===== config.mk =====
export PLATFORM = sky130hd
export DESIGN_NAME = buddy_block_allocator
export DESIGN_NICKNAME = d
export VERILOG_FILES = /design/src/rtl/core/bba_pkg.sv /design/src/rtl/core/bba_slot_table.sv /design/src/rtl/core/buddy_block_allocator.sv
export SDC_FILE = /design/constraint.sdc
export NUM_CORES = 1
export LEC_CHECK = 0
export BUFFER_PORTS_ARGS = -buffer_cell sky130_fd_sc_hd__buf_2
export CORE_UTILIZATION = 64
export CTS_BUF_LIST = sky130_fd_sc_hd__clkbuf_4 sky130_fd_sc_hd__clkbuf_8
export CTS_CLUSTER_DIAMETER = 120
export DETAILED_ROUTE_END_ITERATION = 10
export PLACE_DENSITY = 0.9
export SYNTH_ARGS = -nofsm -noshare
export SYNTH_HDL_FRONTEND = slang
export SYNTH_HIERARCHICAL = 1
export SYNTH_SLANG_ARGS = --single-unit

===== constraint.sdc =====
create_clock -name clk_i -period 6.3 [get_ports clk_i]
set_clock_uncertainty 0.2 [all_clocks]
set_input_delay 1.89 -clock clk_i [delete_from_list [all_inputs] [get_ports clk_i]]
set_output_delay 1.89 -clock clk_i [all_outputs]
set_load 0.05 [all_outputs]

===== src/rtl/core/bba_pkg.sv =====
// Package for the buddy block allocator: pool constants, status codes and table types.
package bba_pkg;

  // Pool geometry. The payload field widths fix a pool of 1024 bytes.
  localparam int unsigned TOTAL_BYTES     = 1024;
  localparam int unsigned HEADER_BYTES    = 24;
  localparam int unsigned MIN_BLOCK_BYTES = 32;

  localparam int unsigned NUM_SLOTS = TOTAL_BYTES / MIN_BLOCK_BYTES;
  localparam int unsigned SLOT_W    = $clog2(NUM_SLOTS);
  localparam int unsigned OFF_LSB   = $clog2(MIN_BLOCK_BYTES);
  localparam int unsigned TOP_ORDER = SLOT_W;
  localparam int unsigned ORDER_W   = 3;

  // Field widths
  localparam int unsigned REQ_W    = 11;
  localparam int unsigned OFF_W    = 10;
  localparam int unsigned GBYTES_W = 11;
  localparam int unsigned STATUS_W = 2;

  // Room for a request plus header, and for any block size an order code can name
  localparam int unsigned NEED_W  = REQ_W + 1;
  localparam int unsigned BYTES_W = OFF_LSB + (1 << ORDER_W) + 1;

  // Request codes
  localparam logic FUNC_ALLOC = 1'b0;
  localparam logic FUNC_FREE  = 1'b1;

  typedef enum logic [STATUS_W-1:0] {
    STATUS_DONE     = 2'd0,
    STATUS_NO_FIT   = 2'd1,
    STATUS_BAD_FREE = 2'd2
  } status_e;

  // One slot of the block table
  typedef struct packed {
    logic [ORDER_W-1:0] order;
    logic               head;
    logic               used;
  } slot_entry_t;

  // Write command into the block table
  typedef struct packed {
    logic              en;
    logic [SLOT_W-1:0] addr;
    slot_entry_t       data;
  } table_wr_t;

  // Size in bytes of a block of the given order
  function automatic logic [BYTES_W-1:0] bytes_of(input logic [ORDER_W-1:0] ord);
    bytes_of = BYTES_W'(MIN_BLOCK_BYTES) << ord;
  endfunction

endpackage


===== src/rtl/core/bba_slot_table.sv =====
// Block table: order, head and used mark of every slot, one read and one write per cycle.
module bba_slot_table (
  input  logic                         clk_i,
  input  logic                         rst_ni,
  input  logic [bba_pkg::SLOT_W-1:0]   rd_addr_i,
  output bba_pkg::slot_entry_t         rd_data_o,
  input  bba_pkg::table_wr_t           wr_i
);
  import bba_pkg::*;

  logic [ORDER_W-1:0] order_q [NUM_SLOTS];
  logic [NUM_SLOTS-1:0] head_q;
  logic [NUM_SLOTS-1:0] used_q;

  // Read port, straight from the flops
  assign rd_data_o.order = order_q[rd_addr_i];
  assign rd_data_o.head  = head_q[rd_addr_i];
  assign rd_data_o.used  = used_q[rd_addr_i];

  // Reset leaves one free block spanning the whole pool
  always_ff @(posedge clk_i or negedge rst_ni) begin
    if (!rst_ni) begin
      for (int k = 0; k < NUM_SLOTS; k++) begin
        order_q[k] <= '0;
      end
      order_q[0] <= ORDER_W'(TOP_ORDER);
      head_q     <= NUM_SLOTS'(1);
      used_q     <= '0;
    end else if (wr_i.en) begin
      order_q[wr_i.addr] <= wr_i.data.order;
      head_q[wr_i.addr]  <= wr_i.data.head;
      used_q[wr_i.addr]  <= wr_i.data.used;
    end
  end

endmodule


===== src/rtl/core/buddy_block_allocator.sv =====
// Buddy block allocator: sequencer that walks the block table one entry per cycle.
//
// Usage: one input channel (in_valid_i / in_ready_o) carries a request: func_i
// selects allocate or free, request_bytes_i is the payload size for allocate,
// block_offset_i the header offset for free. Each request gives exactly one
// result on the output channel (out_valid_o / out_ready_i): status, granted
// offset and granted size (offset and size are zero unless an allocate works).
// Steps: an allocate scans the blocks in address order (up to 32 visited), halves
// the found block while half of it still fits, marks it used and posts the result.
// A free checks and unmarks the block, merges it with its free buddy level by
// level (up to 5 merges) and posts the result; a rejected free skips the merge.
// The walk reads the table through its single read port.
// One request is worked on at a time; in_ready_o is high while idle, even when a
// result still waits on the output register.
// A stalled receiver holds the result in the output register; the next request
// can be taken and worked, but its result waits until the previous one is taken.
// Reset (rst_ni low, asynchronous) clears the table to one free block covering
// the whole pool and drops any pending result.
module buddy_block_allocator (
  input  logic                          clk_i,
  input  logic                          rst_ni,
  input  logic                          in_valid_i,
  output logic                          in_ready_o,
  input  logic                          func_i,
  input  logic [bba_pkg::REQ_W-1:0]     request_bytes_i,
  input  logic [bba_pkg::OFF_W-1:0]     block_offset_i,
  output logic                          out_valid_o,
  input  logic                          out_ready_i,
  output logic [bba_pkg::STATUS_W-1:0]  status_o,
  output logic [bba_pkg::OFF_W-1:0]     granted_offset_o,
  output logic [bba_pkg::GBYTES_W-1:0]  granted_bytes_o
);
  import bba_pkg::*;

  typedef enum logic [2:0] {
    ST_IDLE,
    ST_SCAN,
    ST_SPLIT,
    ST_FREE_CHK,
    ST_MERGE_RD,
    ST_MERGE_WR,
    ST_DONE
  } state_e;

  localparam int unsigned SCAN_W = SLOT_W + (1 << ORDER_W) + 1;

  state_e             state_q;
  logic [SLOT_W-1:0]  slot_q;
  logic [ORDER_W-1:0] ord_q;
  logic [NEED_W-1:0]  need_q;
  status_e            status_q;
  logic               grant_q;

  logic                 out_valid_q;
  logic [STATUS_W-1:0]  out_status_q;
  logic [OFF_W-1:0]     out_offset_q;
  logic [GBYTES_W-1:0]  out_bytes_q;

  logic [SLOT_W-1:0]  rd_addr;
  slot_entry_t        rd_data;
  table_wr_t          tbl_wr;

  logic [SCAN_W-1:0]  scan_next;
  logic [BYTES_W-1:0] cur_bytes;
  logic [BYTES_W-1:0] ord_bytes;
  logic               fits;
  logic               split_ok;
  logic [SLOT_W-1:0]  split_slot;
  logic [SLOT_W-1:0]  merge_bit;
  logic               merge_lvl_ok;
  logic               buddy_ok;
  logic               out_free;

  bba_slot_table u_table (
    .clk_i     (clk_i),
    .rst_ni    (rst_ni),
    .rd_addr_i (rd_addr),
    .rd_data_o (rd_data),
    .wr_i      (tbl_wr)
  );

  // Shared compare and step logic
  assign cur_bytes    = bytes_of(rd_data.order);
  assign ord_bytes    = bytes_of(ord_q);
  assign fits         = rd_data.head && !rd_data.used && (cur_bytes >= BYTES_W'(need_q));
  assign scan_next    = SCAN_W'(slot_q) + (SCAN_W'(1) << rd_data.order);
  assign split_ok     = (ord_q != '0) && ((ord_bytes >> 1) >= BYTES_W'(need_q));
  assign split_slot   = slot_q + (SLOT_W'(1) << (ord_q - ORDER_W'(1)));
  assign merge_bit    = SLOT_W'(1) << ord_q;
  assign merge_lvl_ok = ord_q < ORDER_W'(TOP_ORDER);
  assign buddy_ok     = rd_data.head && !rd_data.used && (rd_data.order == ord_q);
  assign out_free     = !out_valid_q || out_ready_i;

  // Table read address
  always_comb begin
    case (state_q)
      ST_MERGE_RD: rd_addr = slot_q ^ merge_bit;
      default:     rd_addr = slot_q;
    endcase
  end

  // Table write command
  always_comb begin
    tbl_wr = '0;
    case (state_q)
      ST_SPLIT: begin
        tbl_wr.en = 1'b1;
        if (split_ok) begin
          tbl_wr.addr       = split_slot;
          tbl_wr.data.order = ord_q - ORDER_W'(1);
          tbl_wr.data.head  = 1'b1;
          tbl_wr.data.used  = 1'b0;
        end else begin
          tbl_wr.addr       = slot_q;
          tbl_wr.data.order = ord_q;
          tbl_wr.data.head  = 1'b1;
          tbl_wr.data.used  = 1'b1;
        end
      end
      ST_FREE_CHK: begin
        tbl_wr.en         = rd_data.head && rd_data.used;
        tbl_wr.addr       = slot_q;
        tbl_wr.data.order = rd_data.order;
        tbl_wr.data.head  = 1'b1;
        tbl_wr.data.used  = 1'b0;
      end
      ST_MERGE_RD: begin
        // the upper half of a merged pair stops being a block
        tbl_wr.en   = merge_lvl_ok && buddy_ok;
        tbl_wr.addr = slot_q | merge_bit;
      end
      ST_MERGE_WR: begin
        tbl_wr.en         = 1'b1;
        tbl_wr.addr       = slot_q;
        tbl_wr.data.order = ord_q;
        tbl_wr.data.head  = 1'b1;
        tbl_wr.data.used  = 1'b0;
      end
      default: tbl_wr = '0;
    endcase
  end

  assign in_ready_o = (state_q == ST_IDLE);

  // Sequencer and output register
  always_ff @(posedge clk_i or negedge rst_ni) begin
    if (!rst_ni) begin
      state_q      <= ST_IDLE;
      out_valid_q  <= 1'b0;
      slot_q       <= '0;
      ord_q        <= '0;
      need_q       <= '0;
      status_q     <= STATUS_DONE;
      grant_q      <= 1'b0;
      out_status_q <= '0;
      out_offset_q <= '0;
      out_bytes_q  <= '0;
    end else begin
      // a taken result drops out unless the next one is posted in its place
      if (out_valid_q && out_ready_i && (state_q != ST_DONE)) begin
        out_valid_q <= 1'b0;
      end
      case (state_q)
        ST_IDLE: begin
          if (in_valid_i) begin
            grant_q  <= 1'b0;
            status_q <= STATUS_DONE;
            need_q   <= NEED_W'(request_bytes_i) + NEED_W'(HEADER_BYTES);
            if (func_i == FUNC_ALLOC) begin
              slot_q  <= '0;
              state_q <= ST_SCAN;
            end else begin
              slot_q <= block_offset_i[OFF_LSB +: SLOT_W];
              if (block_offset_i[OFF_LSB-1:0] != '0) begin
                status_q <= STATUS_BAD_FREE;
                state_q  <= ST_DONE;
              end else begin
                state_q <= ST_FREE_CHK;
              end
            end
          end
        end
        ST_SCAN: begin
          if (fits) begin
            ord_q   <= rd_data.order;
            state_q <= ST_SPLIT;
          end else if (scan_next >= SCAN_W'(NUM_SLOTS)) begin
            status_q <= STATUS_NO_FIT;
            state_q  <= ST_DONE;
          end else begin
            slot_q <= scan_next[SLOT_W-1:0];
          end
        end
        ST_SPLIT: begin
          if (split_ok) begin
            ord_q <= ord_q - ORDER_W'(1);
          end else begin
            grant_q <= 1'b1;
            state_q <= ST_DONE;
          end
        end
        ST_FREE_CHK: begin
          if (!rd_data.head || !rd_data.used) begin
            status_q <= STATUS_BAD_FREE;
            state_q  <= ST_DONE;
          end else begin
            ord_q   <= rd_data.order;
            state_q <= ST_MERGE_RD;
          end
        end
        ST_MERGE_RD: begin
          if (merge_lvl_ok && buddy_ok) begin
            slot_q  <= slot_q & ~merge_bit;
            ord_q   <= ord_q + ORDER_W'(1);
            state_q <= ST_MERGE_WR;
          end else begin
            state_q <= ST_DONE;
          end
        end
        ST_MERGE_WR: begin
          state_q <= ST_MERGE_RD;
        end
        ST_DONE: begin
          // post the result once the output register is free
          if (out_free) begin
            out_valid_q  <= 1'b1;
            out_status_q <= status_q;
            out_offset_q <= grant_q ? OFF_W'({slot_q, OFF_LSB'(0)}) : '0;
            out_bytes_q  <= grant_q ? ord_bytes[GBYTES_W-1:0] : '0;
            state_q      <= ST_IDLE;
          end
        end
        default: state_q <= ST_IDLE;
      endcase
    end
  end

  assign out_valid_o      = out_valid_q;
  assign status_o         = out_status_q;
  assign granted_offset_o = out_offset_q;
  assign granted_bytes_o  = out_bytes_q;

`ifndef ASSERT_OFF
  // A failed request reports no block
  a_fail_no_grant: assert property (@(posedge clk_i) disable iff (!rst_ni)
    out_valid_o && (status_o != STATUS_DONE) |-> (granted_bytes_o == '0) &&
      (granted_offset_o == '0))
    else $error("failed request reports a granted block");

  // A granted block is aligned to its own size
  a_grant_aligned: assert property (@(posedge clk_i) disable iff (!rst_ni)
    out_valid_o && (granted_bytes_o != '0) |->
      ((granted_offset_o & (granted_bytes_o[OFF_W-1:0] - OFF_W'(1))) == '0))
    else $error("granted block is not aligned to its size");

  // Slot zero always starts a block
  a_slot0_head: assert property (@(posedge clk_i) disable iff (!rst_ni)
    tbl_wr.en && (tbl_wr.addr == '0) |-> tbl_wr.data.head)
    else $error("write clears the head mark of slot zero");

  // No request is taken while one is in progress
  a_busy_no_accept: assert property (@(posedge clk_i) disable iff (!rst_ni)
    (state_q != ST_IDLE) |-> !in_ready_o)
    else $error("ready raised while a request is in progress");
`endif

endmodule


Word-level counts from Yosys, hierarchy flattened
Cells that the tools add are included.

$add $sub $neg: 5. Multipliers: 0. Div/mod/pow operators: 0. Order comparisons: 10. Eq/ne operators: 20. Shift operators: 5. Multiplexer cells: 54. Bitwise gates (word level): 6. Reduce and logical (&&, ||, !) cells: 29.

Operator list (number): 96-bit bitwise mux (1); 32-bit bitwise mux (2); 3-bit two-way mux (14); 5-bit two-way mux (6); 5-bit one-hot mux with 3 select lines (2); 6-bit by 3-bit << shifter with 14-bit output, first input constant (2); 6-bit one-hot mux with 4 select lines (1); 2-bit inequality test, second input constant (11); 3-bit one-hot mux with 7 select lines (1); 10-bit two-way mux (2); 2-bit two-way mux (8); 3-bit binary-select mux with 5-bit select (1); 3-bit demux with 5-bit select (1); 5-bit AND reduction (3); 5-bit by 14-bit adder with 14-bit output (1); 14-bit by 12-bit >= comparator with 1-bit output (1); 14-bit by 6-bit >= comparator with 1-bit output, second input constant (1); 1-bit by 3-bit << shifter with 14-bit output, first input constant (1); 13-bit by 12-bit >= comparator with 1-bit output (1); 11-bit by 5-bit adder with 12-bit output, second input constant (1); 6-bit >= comparator, second input constant (2); 5-bit by 6-bit less-than comparator with 1-bit output, second input constant (2); 5-bit inverter with 6-bit output (2); 3-bit one-hot mux with 4 select lines (1); 33 further kinds (61).

Flip-flop bits (word level): 210. Bits in latches: 0. RAM bits: 0. ROM bits: 0. Input bits: 26. Output and inout bits: 25. Memories kept: 0.

Logic depth before layout (Yosys ltp)
Word-level depth: 17. Gate-level depth with buffers: 23.

By module
Netlist, hierarchy kept.

Modules (own cells, without submodules): bba_slot_table (times used 1, cells an instance 449, area each 7329.5 sq um); buddy_block_allocator (times used 1, cells an instance 451, area each 3714.8 sq um).

Worst setup path after synthesis
No wires, ideal clock.

Path type: register to register. Start point: reg state_q[1]. End point: reg u_table/order_q[59] in the netlist's numbering. Library setup time: 0.125 ns. Data arrival time: 5.352 ns. Path slack: 0.624 ns. Stages on the path, launching flop included: 21. Cells stage by stage: dfrtp_1 > buf_2 > nor2_1 > and2_1 > buf_2 > clkbuf_1 > nand2_1 > o21ai_0 > clkbuf_1 > buf_2 > mux4_2 > mux4_2 > mux2_2 > buf_2 > o31ai_1 > and3_4 > o21ai_0 > a21boi_0 > or3b_1 > nor2_1 > mux2_2.

RTL lines: from (decl) (RTL line buddy_block_allocator.sv:47) `state_e state_q;`; from (signal assigned) (RTL line buddy_block_allocator.sv:148) `state_q <= ST_IDLE;`; from (signal assigned) (RTL line buddy_block_allocator.sv:171) `state_q <= ST_SCAN;`; from (signal assigned) (RTL line buddy_block_allocator.sv:176) `state_q <= ST_DONE;`; to (signal, indexed assignment) (RTL line bba_slot_table.sv:30) `order_q[wr_i.addr] <= wr_i.data.order;`; to (decl) (RTL line bba_slot_table.sv:11) `logic [ORDER_W-1:0] order_q [NUM_SLOTS];`.

==> reports/summary.txt <==
Final Hold Viols: 0
Drt wl/cell: 22.37 µm
Synth warn: 6
Hold Crit Class: register to register
Die area: 17,790 µm²
Worst hold slack: 0.2819 ns
IO Count: 51
Syn avg cell area: 12.27 µm²
CTS clk-pin slew, worst paths: 0.10 ns
DR iter-0 viols: 655
Crit. End Element: register
Drt via density: 6.525
Placement Cell Area: 11,530 µm²
Crit path time final: 5.985 ns
Synth async-reset ratio: 1.000
Pre-CTS setup slack: 0.4572 ns
# resized after CTS: 0
Met3 WL: 1711 µm
P per Cell Area: 426.0 nW/µm²
Sequential element share of the synthesized area: 0.4535
Fin crit share: 0.9500
GPL Wtd Cong: 0.9540
Die height: 133.4 µm
Area Growth Syn to Fin: 8.870%
Drt pass-1 iters: 8
Setup TNS: 0 ns
Initial antenna violation count: 0
ANT cells: 0
Tot GR Track Use: 0.3142
Cell variety after synth: 73
EDFF count, synth: 0
R2R depth: 17
Cts hold-fix bufs: 0
FILL cells: 1,074
Hold Crit Depth: 2
FP Rows: 47
Global-route wire length before repair: 42,100 µm
IR drop worst, VDD: 0.0002603 V
RSZ-0062 raised after global routing: false
Area of the mapped netlist: 11,040 µm²
Layout cells sized above 1: 0.3232
Post-synth top area share: 0.4464
Synth area leaders: dfrtp_1, mux2_2, mux4_2, ha_1, mux2_1
Slew Limit Fails: 0
Post-DP HPWL: 18,160 µm
Total grt overflow: 0
Starting Density: 0.6613
Clock root buffer: clkbuf_8
Commonest cells post-synth: dfrtp_1, mux2_2, nand2_1
Worst skew pair latency: 0.50 ns
Top routing layer in use: met4
Clock Sinks: 200
Clk buf depth: 2
Die width: 133.4 µm
Fmax: 167.1 MHz
Slew @ Worst Pin: 1.290 ns
CTS tree: done
Vias in the first global route: 7,773
Worst path required time: 6.48 ns
Count leader, synth: dfrtp_1
DRC: 0
Nets@finish: 1,006
Syn Inst Count: 900
Slew margin rel.: 0.1403
Setup violations, final: 0
Synth area leader: dfrtp_1
Worst Path Arrival: 6.17 ns
Top_reg_cell synth: dfrtp_1
Wire length on met2: 12,840 µm
Max-Cap Viols: 0
Largest net degree at the start of global routing: 107
Htree depth: 4
Via count: 7,634
CTS buffer count: 17
PortBufs: 40
Crit Path Max Fanout: 25
Setup ws final: 0.3148 ns
Finished layout cell area: 12,020 µm²
P_leak: 5.747 nW
Core Area: 16,700 µm²
Worst Path Class, Setup: register to register
Status: complete, no violations
Postcts setup bufs: 0
Metal-1 WL: 10,730 µm
Post-route ant nets: 0
FF+latch count, synth: 200
Final wirelength: 26,180 µm
Worst reg-to-reg setup slack: 0.31 ns
Startpoint Class: register
==> state kept, by name, summed over array words and instances, names as in the netlist <==
register	count
grant_q	1
u_table/head_q	32
status_q	2
granted_bytes_o	6
status_o	2
granted_offset_o	5
slot_q	5
u_table/used_q	32
state_q	3
ord_q	3
out_valid_o	1
u_table/order_q	96
need_q	12
==> power breakdown <==
part	internal, mW	switching, mW	leakage [nW]
sequential	1.50	0.147	2.72
clock	0.489	0.495	0.241
combinational	0.940	1.55	2.79
==> kinds of logic after synthesis <==
group | share of synthesized area
simple gates | 0.08995
other cells | 0.0003395
compound gates | 0.08599
xor+xnor | 0.009516
flops | 0.4535
mux | 0.2760
buf+inv | 0.03467
fa+ha+maj | 0.05007
==> per-stage QoR <==
stage | utilization | cells | power, mW
3_5_place_dp | 0.6904 | 1138 | 4.110
6_report | 0.7200 | 1170 | 5.122
4_1_cts | 0.7200 | 1170 | 5.099
2_1_floorplan | - | 909 | 3.418
3_3_place_gp | 0.6904 | 1138 | 4.038
5_1_grt | 0.7200 | 1170 | 5.408
==> worst paths after layout <==
| path | end | startpoint |
|---|---|---|
| min reg2reg | granted_offset_o[5] | granted_offset_o[5] |
| min in group asynchronous | grant_q | rst_ni |
| max reg2reg | u_table/order_q[82] | state_q[0] |
| max | u_table/order_q[82] | state_q[0] |
| min | granted_offset_o[5] | granted_offset_o[5] |
| max in group asynchronous | u_table/head_q[9] | rst_ni |
==> cell type report <==
| type | count | area [µm²] | area share |
|---|---|---|---|
| multi-input combinational | 622 | 5713 | 0.4751 |
| sequential | 200 | 5009 | 0.4165 |
| timing repair buffer | 64 | 414.1 | 0.03444 |
| tap | 220 | 275.3 | 0.02289 |
| clock inverter | 15 | 259.0 | 0.02154 |
| clock buffer | 17 | 234.0 | 0.01946 |
| inverter | 32 | 120.1 | 0.009990 |
==> metal layers <==
| metal | track usage | vias to the layer above |
|---|---|---|
| li1 | - | 3339 |
| met4 | 0.1294 | 0 |
| met3 | 0.06050 | 75 |
| met2 | 0.5150 | 357 |
| met5 | 0 | - |
| met1 | 0.4140 | 3863 |
==> cells in the final DEF (no fill, tap or decap), types with 7 or more instances in the layout <==
master,netlist,layout
buf_4,10,22
a21oi_1,19,19
inv_1,32,32
nand3_1,13,13
dfrtp_1,197,197
mux2_1,31,31
nor2_1,40,40
o21ai_0,39,35
and2_1,7,7
nand2b_1,8,8
conb_1,1,10
nand3b_1,7,7
ha_1,41,41
buf_2,15,39
clkbuf_8,0,18
nor3b_1,7,7
mux4_2,50,50
mux2_2,137,137
nand2_1,92,92
==> critical path: stages, from the launching register on <==
cell and delay, ns:
dfrtp_1 0.39, nor2_1 0.29, and2_1 0.49, nand2_1 0.18, o21ai_4 0.11, buf_12 0.26, mux4_2 0.57, mux4_2 0.49
mux2_2 0.41, nor2b_1 0.23, a32o_1 0.27, and3_4 0.22, o21ai_0 0.07, a21boi_0 0.20, buf_4 0.17, nor3b_1 0.59
nand2_1 0.35, mux2_2 0.36
Note: power is estimated with default switching activity, not from simulation.
